===== config.mk =====
export PLATFORM = sky130hd
export DESIGN_NAME = pcmmn_ctrl
export DESIGN_NICKNAME = d
export VERILOG_FILES = /design/src/sv/pcmmn_pkg.sv /design/src/sv/pcmmn_ctrl.sv
export SDC_FILE = /design/constraint.sdc
export NUM_CORES = 1
export LEC_CHECK = 0
export BUFFER_PORTS_ARGS = -buffer_cell sky130_fd_sc_hd__buf_2
export CAP_MARGIN = 20
export CORE_AREA = 3 3 40 42
export CTS_CLUSTER_SIZE = 12
export DETAILED_ROUTE_END_ITERATION = 10
export DIE_AREA = 0 0 43 45
export GPL_TIMING_DRIVEN = 0
export SLEW_MARGIN = 20
export SYNTH_ARGS = -nofsm -noshare
export SYNTH_HDL_FRONTEND = slang
export SYNTH_SLANG_ARGS = --single-unit

===== constraint.sdc =====
create_clock -name clk -period 1.1 [get_ports clk]
set_input_delay 0.055 -clock clk [delete_from_list [all_inputs] [get_ports clk]]
set_output_delay 0.055 -clock clk [all_outputs]
set_load 0.01 [all_outputs]

===== src/sv/pcmmn_pkg.sv =====
package pcmmn_pkg;

    localparam int FRAME_PIXELS_DEF = 16384;
    localparam int SAMPLE_BITS_DEF  = 16;

    // Width of every sample field and clamp register on the ports.
    localparam int FIELD_BITS = 16;

    // Scale factors are floor(255 * 2^24 / range), held in 32 bits.
    localparam int               SCALE_BITS     = 32;
    localparam logic [31:0]      SCALE_DIVIDEND = 32'hFF00_0000;
    localparam logic [15:0]      OUT_MAX        = 16'hFF00;

    localparam int               CFG_INDEX_BITS   = 2;
    localparam logic [1:0]       CFG_CLAMP_ENABLE = 2'd0;
    localparam logic [1:0]       CFG_CLAMP_LOW    = 2'd1;
    localparam logic [1:0]       CFG_CLAMP_HIGH   = 2'd2;

    localparam logic             OP_LOAD  = 1'b0;
    localparam logic             OP_FETCH = 1'b1;

    typedef struct packed {
        logic               operation;
        logic signed [15:0] pixel_blue;
        logic signed [15:0] pixel_green;
        logic signed [15:0] pixel_red;
        logic               frame_end;
    } pixel_t;

    typedef struct packed {
        logic [15:0] out_blue;
        logic [15:0] out_green;
        logic [15:0] out_red;
        logic        out_last;
    } result_t;

    typedef struct packed {
        logic capture;
        logic load;
        logic div_start;
        logic mem_read;
        logic diff;
        logic mul;
        logic emit;
    } ctrl_cmd_t;

    typedef struct packed {
        logic div_busy;
        logic fetch_ok;
        logic out_free;
    } ctrl_status_t;

endpackage


===== src/sv/pcmmn_ctrl.sv =====
module pcmmn_ctrl
    import pcmmn_pkg::*;
(
    input  logic         clk,
    input  logic         rst_n,
    input  logic         pixel_valid,
    input  logic         operation,
    input  logic         frame_end,
    output logic         pixel_stall,
    input  ctrl_status_t status,
    output ctrl_cmd_t    cmd
);

    localparam logic [2:0] S_IDLE     = 3'd0;
    localparam logic [2:0] S_LOAD     = 3'd1;
    localparam logic [2:0] S_LOAD_END = 3'd2;
    localparam logic [2:0] S_DIV      = 3'd3;
    localparam logic [2:0] S_FETCH    = 3'd4;
    localparam logic [2:0] S_READ     = 3'd5;
    localparam logic [2:0] S_MUL      = 3'd6;
    localparam logic [2:0] S_EMIT     = 3'd7;

    logic [2:0] state_reg;
    logic [2:0] state_next;

    assign pixel_stall = (state_reg != S_IDLE);

    always_comb
    begin
        state_next = state_reg;
        cmd        = '0;
        case (state_reg)
            S_IDLE:
            begin
                if (pixel_valid)
                begin
                    cmd.capture = 1'b1;
                    if (operation == OP_FETCH)
                        state_next = S_FETCH;
                    else if (frame_end)
                        state_next = S_LOAD_END;
                    else
                        state_next = S_LOAD;
                end
            end
            S_LOAD:
            begin
                cmd.load   = 1'b1;
                state_next = S_IDLE;
            end
            S_LOAD_END:
            begin
                cmd.load      = 1'b1;
                cmd.div_start = 1'b1;
                state_next    = S_DIV;
            end
            S_DIV:
            begin
                if (!status.div_busy)
                    state_next = S_IDLE;
            end
            S_FETCH:
            begin
                if (status.fetch_ok)
                begin
                    cmd.mem_read = 1'b1;
                    state_next   = S_READ;
                end
                else
                begin
                    state_next = S_IDLE;
                end
            end
            S_READ:
            begin
                cmd.diff   = 1'b1;
                state_next = S_MUL;
            end
            S_MUL:
            begin
                cmd.mul    = 1'b1;
                state_next = S_EMIT;
            end
            S_EMIT:
            begin
                // Wait until the output register can take the new result.
                if (status.out_free)
                begin
                    cmd.emit   = 1'b1;
                    state_next = S_IDLE;
                end
            end
            default:
            begin
                state_next = S_IDLE;
            end
        endcase
    end

    always_ff @(posedge clk or negedge rst_n)
    begin
        if (!rst_n)
            state_reg <= S_IDLE;
        else
            state_reg <= state_next;
    end

endmodule


==> summary.md, run 1 <==
| Metric | Value |
|---|---|
| I/O pin count | `16` |
| Slew @ Worst Pin | `0.217 ns` |
| Routed via count | `between 300 and 400` |
| Largest register FFs | `3` |
| Fmax | `between 700 and 800 MHz` |
| Pin count of the biggest net entering global routing | `11` |
| Worst path arrival time | `about 1.5 ns` |
| Hold slack | `roughly 0.12 ns` |
| Clock Sinks | `3` |
| Via density | `between 4 and 5` |
| Fin nets | `70` |
| Final WS setup | `-0.263 ns` |
| Drt wl/cell | `between 10 and 15 µm` |
| Number of global-route vias before repair | `340` |
| Slowest-stage cell, CP | `or4b_1` |
| Starting density of the core | `0.192` |
| CP top delay family | `simple AND/OR/NAND/NOR gates` |
| Post-Syn Nets | `40` |
| Pwr dens | `around 2700 nW/µm²` |
| Clock Skew | `about 0.0043 ns` |
| Switching Fraction | `0.410` |
| Clock-pin slew on the worst setup and hold paths | `around 0.04 ns` |
| Worst path cell trace | `nand2b_4 > or4b_1 > a32oi_1` |
| Die height | `approximately 45 µm` |
| First-pass GRT wire length | `about 1.3 mm` |
| Post-DP HPWL | `about 520 µm` |
| Drt total wl | `834 µm` |
| Total stage count of the critical path | `3` |
| GRT overflow | `0` |
| Pwr Total | `between 1 and 1.5 mW` |
| Pre-CTS WS | `-0.263 ns` |
| Area after DPL | `340 µm²` |
| Hold Crit Class | `input port to register` |
| Crit-path max cell delay | `approximately 0.47 ns` |
| Cell count of the worst reg-to-reg path | `3` |
| H-Tree Depth | `1` |
| Critical path type | `register to register` |
| Reg power frac | `0.167` |
| Design Area, Final | `between 500 and 600 µm²` |
| Clk pwr share | `0.140` |
| Final hold vios | `0` |
| Initial antenna violation count | `0` |
| Synthesized area | `246 µm²` |
| TritonRoute pass-1 iters | `2` |
| Clock Tree Root | `clkbuf_4` |
| Area grow syn2layout | `117%` |
| Final setup viols | `10` |
| Max cap viols | `0` |
| WHS Path Cells | `3` |
| Commonest non-fill, non-tap cell in the layout | `buf_2` |
| Number of distinct library cells after synthesis | `18` |
| Row count | `13` |
| Final cell count without fillers | `76` |
| Max VDD drop | `~850 µV` |
| Worst-skew pair later-pin latency | `around 0.24 ns` |
| Number of buffers created by CTS | `3` |
| Yosys reg bits | `3` |
| Worst-path maximum fanout | `3` |
| Syn Area/Cell | `around 7.7 µm²` |
| Commonest non-fill, non-tap cells in the layout | `buf_2, buf_4, buf_6, nand2_1, clkbuf_4` |
| Worst EP required | `around 1.2 ns` |
| Worst setup EP type | `register` |
| Leakage Power | `~0.26 nW` |
| Sequential area share after synthesis | `0.305` |
| Fraction of layout cells with a size suffix above 1 | `0.656` |
| Initial detailed-routing violation count | `2` |
| Final period util | `1.24` |
| Pins Over Slew Limit | `0` |
| Ys Warns | `0` |
| CTS max path bufs | `2` |
| DIE AREA | `between 1500 and 2000 µm²` |
| Ant. Diodes | `0` |
| Final Critical Period | `between 1 and 1.5 ns` |
| Final ANT Viol Nets | `0` |
| Unrepaired setup endpoints after global routing | `true` |
| Max_slew headroom | `0.855` |
| Filler Cells Inserted | `between 100 and 150` |
| Input/output buffers | `15` |
| Failing checks | `negative setup slack` |
| CORE AREA | `approximately 1300 µm²` |
| Gpl congestion | `around 0.85` |
| Post-synthesis instance total | `32` |
| CTS tree | `yes` |
| Cell internal pwr | `roughly 860 µW` |
| Combinational group share of total power | `0.693` |
| DRC Markers | `0` |
| Die X | `43 µm` |
| DP Cell Count | `62` |
| CP Launch Type | `register` |
| Buf+Inv Stages, Crit Path | `0` |
| Switching pwr | `598 µW` |
| Status | `finished with violations` |
| GR Util All Layers | `0.0993` |
-- final timing paths --
check                           slack, ns      endpoint          from
worst max-delay path                -0.26  state_reg[1]  state_reg[2]
worst min-delay path                 0.12  state_reg[0]     frame_end
worst max register to register      -0.26  state_reg[1]  state_reg[2]
worst min register to register       0.65  state_reg[1]  state_reg[0]
max in group asynchronous            0.85  state_reg[1]         rst_n
min in group asynchronous            0.13  state_reg[0]         rst_n
-- synthesized netlist by cell type --
cell | count | area, µm²
nor2b_1 | 2 | 12.5
nand2b_4 | 1 | 13.8
inv_1 | 1 | 3.75
xnor2_1 | 1 | 8.76
a211oi_1 | 1 | 7.51
a31oi_1 | 1 | 6.26
clkbuf_1 | 3 | 11.3
or4b_1 | 1 | 10.0
nor2_1 | 3 | 11.3
nor4b_1 | 1 | 8.76
o21ai_0 | 1 | 5.00
nor3_1 | 3 | 15.0
dfrtp_1 | 3 | 75.1
nor3b_1 | 1 | 7.51
a32oi_1 | 2 | 17.5
nand2_1 | 4 | 15.0
or3_1 | 2 | 12.5
a21oi_1 | 1 | 5.00
-- metrics by stage --
step | TNS, ns | utilization
global route | -2.09 | 0.416
CTS | -1.97 | 0.361
floorplan | -0.128 | -
global placement | -0.797 | 0.265
detailed placement | -0.805 | 0.265
finish | -1.55 | 0.416
-- area by class of cell --
class,count,area (µm²),area share
Inverter,1,3.75,0.00703
Timing Repair Buffer,26,175,0.328
Tap cell,15,18.8,0.0351
Clock buffer,4,26.3,0.0492
Buffer,2,21.3,0.0398
Sequential cell,3,76.3,0.143
Multi-Input combinational cell,25,213,0.398
-- power groups by stage --
stage               clock network, mW  logic (mW)  registers [mW]
CTS                             0.210       0.780           0.252
floorplan                           0       0.407           0.184
finish                          0.204        1.01           0.242
detailed placement                  0       0.584           0.196
global route                    0.217        1.11           0.249
global placement                    0       0.580           0.197
-- tightest hold or removal path, stage by stage --
cell and delay [ns]:
buf_2 0.08, or3_1 0.09, a32oi_1 0.09
-- metal layers --
| metal | part of all wire | track usage | up-vias |
|---|---|---|---|
| met3 | 0.052 | 0.0279 | 2 |
| li1 | - | - | 172 |
| met4 | 0.030 | 0.108 | 0 |
| met1 | 0.41 | 0.102 | 159 |
| met5 | 0 | 0 | - |
| met2 | 0.51 | 0.156 | 10 |
-- cell families after synthesis --
logic type / count (synthesis) / synth area share
and+or+nand+nor: 18 / 0.431
AOI/OAI and AO/OA: 6 / 0.168
buffers and inverters: 4 / 0.0609
DFF: 3 / 0.305
xor gates and xnor gates: 1 / 0.0355
-- timing repair --
item | 4_1_cts | 5_1_grt
setup buffers | 5 | 5
endpoints found under the setup margin | 11 | 11
gates resized for setup | 14 | 8
hold buffers | 1 | 0
pin swaps | 1 | 4
hold endpoints to repair | 3 | 0
Power figures use the tool's default switching activity.
==> inputs of run 2 (changes only) <==
--- a/config.mk
+++ b/config.mk
@@ -7,10 +7,10 @@
 export LEC_CHECK = 0
 export BUFFER_PORTS_ARGS = -buffer_cell sky130_fd_sc_hd__buf_2
 export CAP_MARGIN = 20
-export CORE_AREA = 3 3 40 42
+export CORE_AREA = 2 2 39 41
 export CTS_CLUSTER_SIZE = 12
 export DETAILED_ROUTE_END_ITERATION = 10
-export DIE_AREA = 0 0 43 45
+export DIE_AREA = 0 0 41 43
 export GPL_TIMING_DRIVEN = 0
 export SLEW_MARGIN = 20
 export SYNTH_ARGS = -nofsm -noshare
==> constraint.sdc (replaced) <==
create_clock -name clk -period 1.3 [get_ports clk]
set_input_delay 0.065 -clock clk [delete_from_list [all_inputs] [get_ports clk]]
set_output_delay 0.065 -clock clk [all_outputs]
set_load 0.01 [all_outputs]
==> run 2 against run 1 <==
Against the previous run: the flow still finishes with violations (negative setup slack); sequential cell count unchanged; non-clock buffer count down 2; setup slack better by 0.22 ns; total power decreased by 20%.
==> summary.md, run 2 (synthesis gave the netlist of run 1 again) <==
| Metric | Value |
|---|---|
| Fmax | `744 MHz (was 734 MHz)` |
| DRC Markers | `0 (unchanged)` |
| Post-DP HPWL | `517 µm (was 523 µm)` |
| Input/output buffers | `15 (unchanged)` |
| R2r setup slk | `-0.04 ns (was -0.26 ns)` |
| Gpl congestion | `0.746 (was 0.847)` |
| Die height | `43 µm (was 45 µm)` |
| Max_slew headroom | `0.820 (was 0.855)` |
| Commonest non-fill, non-tap cells in the layout | `buf_2, buf_4 (was buf_2, buf_4, buf_6, nand2_1, clkbuf_4)` |
| Footprint of the multi-input gates | `184 µm² (was 213 µm²)` |
| Critical path type | `register to register (unchanged)` |
| Final WS setup | `-0.0438 ns (was -0.263 ns)` |
| Worst EP required | `1.44 ns (was 1.24 ns)` |
| Final core occ | `0.364 (was 0.416)` |
| Clock Skew | `0.00292 ns (was 0.00426 ns)` |
| Initial antenna violation count | `0 (unchanged)` |
| CP Launch Type | `register (unchanged)` |
| Unrepaired setup endpoints after global routing | `true (unchanged)` |
| GR Util All Layers | `0.107 (was 0.0993)` |
| Final setup viols | `2 (was 10)` |
| Largest register FFs | `3 (unchanged)` |
| Drt total wl | `870 µm (was 834 µm)` |
| Design Area, Final | `504 µm² (was 534 µm²)` |
| TritonRoute pass-1 iters | `4 (was 2)` |
| Worst setup EP type | `register (unchanged)` |
| H-Tree Depth | `1 (unchanged)` |
| Pwr dens | `2320 nW/µm² (was 2720 nW/µm²)` |
| Worst-path maximum fanout | `3 (unchanged)` |
| Via density | `4.75 (was 4.51)` |
| Hold Crit Class | `input port to asynchronous set/reset pin (was input port to register)` |
| CORE AREA | `1380 µm² (was 1280 µm²)` |
| Row count | `14 (was 13)` |
| Final Critical Period | `1.34 ns (was 1.36 ns)` |
| Max VDD drop | `543 µV (was 847 µV)` |
| Leakage Power | `0.244 nW (was 0.257 nW)` |
| Area after DPL | `342 µm² (was 340 µm²)` |
| Number of global-route vias before repair | `296 (was 340)` |
| Area grow syn2layout | `105% (was 117%)` |
| Hold slack | `0.150 ns (was 0.121 ns)` |
| Pwr Total | `1.17 mW (was 1.46 mW)` |
| Final ANT Viol Nets | `0 (unchanged)` |
| CTS tree | `yes (unchanged)` |
| Status | `finished with violations (unchanged)` |
| Slew @ Worst Pin | `0.266 ns (was 0.217 ns)` |
| Fraction of layout cells with a size suffix above 1 | `0.627 (was 0.656)` |
| Number of buffers created by CTS | `3 (unchanged)` |
| DIE AREA | `1760 µm² (was 1940 µm²)` |
| Clock Tree Root | `clkbuf_4 (unchanged)` |
| Worst path arrival time | `1.49 ns (was 1.51 ns)` |
| Final hold vios | `0 (unchanged)` |
| Die X | `41 µm (was 43 µm)` |
| Filler Cells Inserted | `152 (was 133)` |
| Ant. Diodes | `0 (unchanged)` |
| Worst-skew pair later-pin latency | `0.24 ns (about the same)` |
| Routed via count | `356 (was 343)` |
| Starting density of the core | `0.178 (was 0.192)` |
| Fin nets | `68 (was 70)` |
| Drt wl/cell | `11.6 µm (was 11.0 µm)` |
| Pin count of the biggest net entering global routing | `11 (unchanged)` |
| Failing checks | `negative setup slack (unchanged)` |
| I/O pin count | `16 (unchanged)` |
| Clock-pin slew on the worst setup and hold paths | `0.04 ns (about the same)` |
| First-pass GRT wire length | `1.25 mm (was 1.32 mm)` |
| Register Area | `77.6 µm² (was 76.3 µm²)` |
| Commonest non-fill, non-tap cell in the layout | `buf_2 (unchanged)` |
| Max cap viols | `0 (unchanged)` |
| Pins Over Slew Limit | `0 (unchanged)` |
| Initial detailed-routing violation count | `2 (unchanged)` |
| GRT overflow | `0 (unchanged)` |
| Final period util | `1.03 (was 1.24)` |
| CTS max path bufs | `2 (unchanged)` |
| Clock Sinks | `3 (unchanged)` |
-- run 2: worst paths after layout --
path	start	end	cells past startpoint
worst max-delay path	state_reg[2]	state_reg[1]	3
worst min-delay path	rst_n	state_reg[2]	2
worst max register to register	state_reg[2]	state_reg[1]	3
worst min register to register	state_reg[0]	state_reg[0]	2
max in group asynchronous	rst_n	state_reg[1]	2
min in group clk	frame_end	state_reg[0]	3
-- run 2: critical path, cell delays in order, from the launching register on --
cell      delay (ns)
dfrtp_1         0.40
nand2b_4        0.16
or4b_1          0.46
a32oi_1         0.22
-- run 2: area by class of cell --
type | count | area share
inverter | 1 | 0.00744
timing repair buffer | 24 | 0.330
sequential | 3 | 0.154
multi-input combinational | 25 | 0.365
clock buffer | 4 | 0.0521
buffer | 2 | 0.0521
tap | 16 | 0.0397
-- run 2: metrics by stage --
stage | std cells | worst slack [ns] | setup TNS [ns]
5_1_grt | 75 | -0.0926 | -0.263
3_3_place_gp | 63 | -0.0336 | -0.0336
6_report | 75 | -0.0438 | -0.0835
4_1_cts | 68 | -0.0752 | -0.101
3_5_place_dp | 63 | -0.0164 | -0.0164
2_1_floorplan | 32 | 0.0720 | 0
-- run 2: what timing repair did --
item,CTS,global route
buffers inserted,1,6
gates resized for setup,4,15
pin swaps,1,2
hold endpoints to repair,3,0
cloned,0,1
endpoints found under the setup margin,9,8
hold buffers,1,0
-- run 2: where the power goes --
group          leakage, nW  switching [mW]  total [mW]  internal, mW
logic                0.194           0.329       0.764         0.435
clock network       0.0150          0.0547       0.170         0.115
registers           0.0352          0.0912       0.235         0.144
-- run 2: per-layer routing --
metal  vias to the layer above  part of all wire  wire length, µm  global-route usage
met5                         -                 0                0                   0
met4                         0             0.015               13               0.100
met3                         2             0.086               75              0.0157
met2                        26              0.50              434               0.134
met1                       158              0.40              346               0.148
li1                        170                 -                -                   -
==> inputs of run 3 (changes only) <==
--- a/config.mk
+++ b/config.mk
@@ -12,6 +12,7 @@
 export DETAILED_ROUTE_END_ITERATION = 10
 export DIE_AREA = 0 0 41 43
 export GPL_TIMING_DRIVEN = 0
+export REMOVE_ABC_BUFFERS = 1
 export SLEW_MARGIN = 20
 export SYNTH_ARGS = -nofsm -noshare
 export SYNTH_HDL_FRONTEND = slang
==> run 3 against run 2 <==
Against the previous run: the flow still finishes with violations (negative setup slack); global-route usage fell by 1.1 points; clock-buffer cell count stayed put; register-to-register slack improved by 0.02 ns; via count shrank 18%; sequential share of layout area increased by 5.1 points; setup slack improved by 0.023 ns; critical endpoint unchanged; largest cell class is now multi-input combinational cells; highest routed layer unchanged.
==> summary.md, run 3 (synthesis gave the netlist of run 1 again) <==
| Metric | Value |
|---|---|
| H-Tree Depth | `1 (unchanged)` |
| Pwr Total | `839 µW (was 1.17 mW)` |
| Via density | `4.37 (was 4.75)` |
| Pwr dens | `2180 nW/µm² (was 2320 nW/µm²)` |
| Slowest-stage cell, CP | `or4b_1 (unchanged)` |
| Final period util | `1.02 (was 1.03)` |
| Pins Over Slew Limit | `0 (unchanged)` |
| Row count | `14 (unchanged)` |
| Combinational group share of total power | `0.517 (was 0.654)` |
| Commonest non-fill, non-tap cells in the layout | `buf_2, nand2_1 (was buf_2, buf_4)` |
| Drt total wl | `676 µm (was 870 µm)` |
| Number of global-route vias before repair | `275 (was 296)` |
| Failing checks | `negative setup slack (unchanged)` |
| Drt wl/cell | `10.1 µm (was 11.6 µm)` |
| DIE AREA | `1760 µm² (unchanged)` |
| Worst-skew pair later-pin latency | `0.23 ns (was 0.24 ns)` |
| GRT overflow | `0 (unchanged)` |
| Hold slack | `0.153 ns (was 0.150 ns)` |
| CP Launch Type | `register (unchanged)` |
| Gpl congestion | `0.728 (was 0.746)` |
| Routed via count | `293 (was 356)` |
| Switching Fraction | `0.427 (was 0.406)` |
| Clock Tree Root | `clkbuf_4 (unchanged)` |
| CTS max path bufs | `2 (unchanged)` |
| Starting density of the core | `0.178 (unchanged)` |
| Number of buffers created by CTS | `3 (unchanged)` |
| Worst EP required | `1.44 ns (about the same)` |
| Status | `finished with violations (unchanged)` |
| Switching pwr | `358 µW (was 475 µW)` |
| Worst-path maximum fanout | `3 (unchanged)` |
| Critical path type | `register to register (unchanged)` |
| Slew @ Worst Pin | `0.258 ns (was 0.266 ns)` |
| Fraction of layout cells with a size suffix above 1 | `0.471 (was 0.627)` |
| Clk pwr share | `0.195 (was 0.145)` |
| Worst reg2reg path startpoint | `state_reg[2] (unchanged)` |
| Fmax | `757 MHz (was 744 MHz)` |
| Clock-pin slew on the worst setup and hold paths | `0.04 ns (about the same)` |
| Worst path cell trace | `nand2b_4 > or4b_1 > a32oi_1 (unchanged)` |
| DRC Markers | `0 (unchanged)` |
| CTS tree | `yes (unchanged)` |
| Ant. Diodes | `0 (unchanged)` |
| Input/output buffers | `15 (unchanged)` |
| R2r setup slk | `-0.02 ns (was -0.04 ns)` |
| Commonest non-fill, non-tap cell in the layout | `buf_2 (unchanged)` |
| Unrepaired setup endpoints after global routing | `true (unchanged)` |
| First-pass GRT wire length | `1.13 mm (was 1.25 mm)` |
| GR Util All Layers | `0.0964 (was 0.107)` |
| Die X | `41 µm (unchanged)` |
| Crit Reg-Reg Endpoint | `state_reg[1] (unchanged)` |
| Final hold vios | `0 (unchanged)` |
| CORE AREA | `1380 µm² (unchanged)` |
| Worst setup EP type | `register (unchanged)` |
| Post-DP HPWL | `491 µm (was 517 µm)` |
| Setup tns final | `-0.0203 ns (was -0.0835 ns)` |
| Worst path arrival time | `1.46 ns (was 1.49 ns)` |
| Final Critical Period | `1.32 ns (was 1.34 ns)` |
| Final ANT Viol Nets | `0 (unchanged)` |
| Area grow syn2layout | `56.3% (was 105%)` |
| Max_slew headroom | `0.826 (was 0.820)` |
| Die height | `43 µm (unchanged)` |
| TritonRoute pass-1 iters | `1 (was 4)` |
| Fin nets | `60 (was 68)` |
| Hold Crit Class | `input port to asynchronous set/reset pin (unchanged)` |
| Max cap viols | `0 (unchanged)` |
| Clock Sinks | `3 (unchanged)` |
| Pin count of the biggest net entering global routing | `13 (was 11)` |
| Cell count of the worst reg-to-reg path | `3 (unchanged)` |
| Crit. Startpoint | `state_reg[2] (unchanged)` |
| Final WS setup | `-0.0203 ns (was -0.0438 ns)` |
| Cell internal pwr | `481 µW (was 694 µW)` |
| Final setup viols | `1 (was 2)` |
| Setup crit end | `state_reg[1] (unchanged)` |
| Reg power frac | `0.287 (was 0.201)` |
| Initial antenna violation count | `0 (unchanged)` |
| Largest register FFs | `3 (unchanged)` |
| I/O pin count | `16 (unchanged)` |
| Initial detailed-routing violation count | `0 (was 2)` |
| Crit-path max cell delay | `0.47 ns (was 0.46 ns)` |
| Leakage Power | `0.178 nW (was 0.244 nW)` |
| Max VDD drop | `590 µV (was 543 µV)` |
| Clock Skew | `0.00233 ns (was 0.00292 ns)` |
run 3: changes by cell type in the layout (fill, tap and decap cells not counted), sizes merged:
cell,change
buf,-7
clkbuf,-1
run 3: how the worst min path moves through the flow:
stage / to / from / depth (start not counted) / slack [ns]
6_report: state_reg[2] / rst_n / 2 / 0.15
2_1_floorplan: state_reg[0] / rst_n / 0 / -0.23
5_1_grt: state_reg[0] / rst_n / 2 / 0.15
3_5_place_dp: state_reg[1] / rst_n / 1 / -0.14
3_3_place_gp: state_reg[2] / rst_n / 1 / -0.14
4_1_cts: state_reg[2] / rst_n / 2 / 0.15
run 3: final cells by class:
type	count	area (µm²)
Multi-Input combinational cell	25	156
Inverter	1	3.75
Sequential cell	3	78.8
Clock buffer	4	26.3
Fill cell	162	998
Tap cell	16	20.0
Timing Repair Buffer	18	100
run 3: timing repair:
action	CTS	global route
hold buffers	1	0
resized for setup	2	1
buffers inserted	2	0
setup endpoints to repair	4	5
endpoints found under the hold margin	3	0
pin swaps	0	1
run 3: routing by layer:
| layer | track usage | up-vias | share of wire |
|---|---|---|---|
| met4 | 0.0800 | 0 | 0.022 |
| met1 | 0.125 | 124 | 0.47 |
| met5 | 0 | - | 0 |
| met3 | 0.0157 | 2 | 0.074 |
| met2 | 0.131 | 13 | 0.43 |
| li1 | - | 154 | - |
run 3: power groups by stage:
stage,Clock [mW],Sequential (mW),Combinational (mW)
after floorplan,0,0.226,0.251
after global placement,0,0.257,0.370
after detailed placement,0,0.258,0.372
after CTS,0.173,0.241,0.436
after global routing,0.186,0.255,0.485
final,0.164,0.241,0.434
run 3: stage by stage:
step / cell area, µm² / std cells / util / setup slack, ns
after detailed placement: 330 / 60 / 0.239 / -0.146
after global placement: 330 / 60 / 0.239 / -0.143
final: 385 / 67 / 0.278 / -0.0203
after floorplan: 235 / 29 / - / -0.0324
after CTS: 384 / 67 / 0.278 / -0.0307
after global routing: 385 / 67 / 0.278 / -0.0473
run 3: critical path: cells and delay by family, from the launching register on:
family	cells	cell delay, ns
simple gates	2	0.62
flops	1	0.41
compound gates	1	0.19
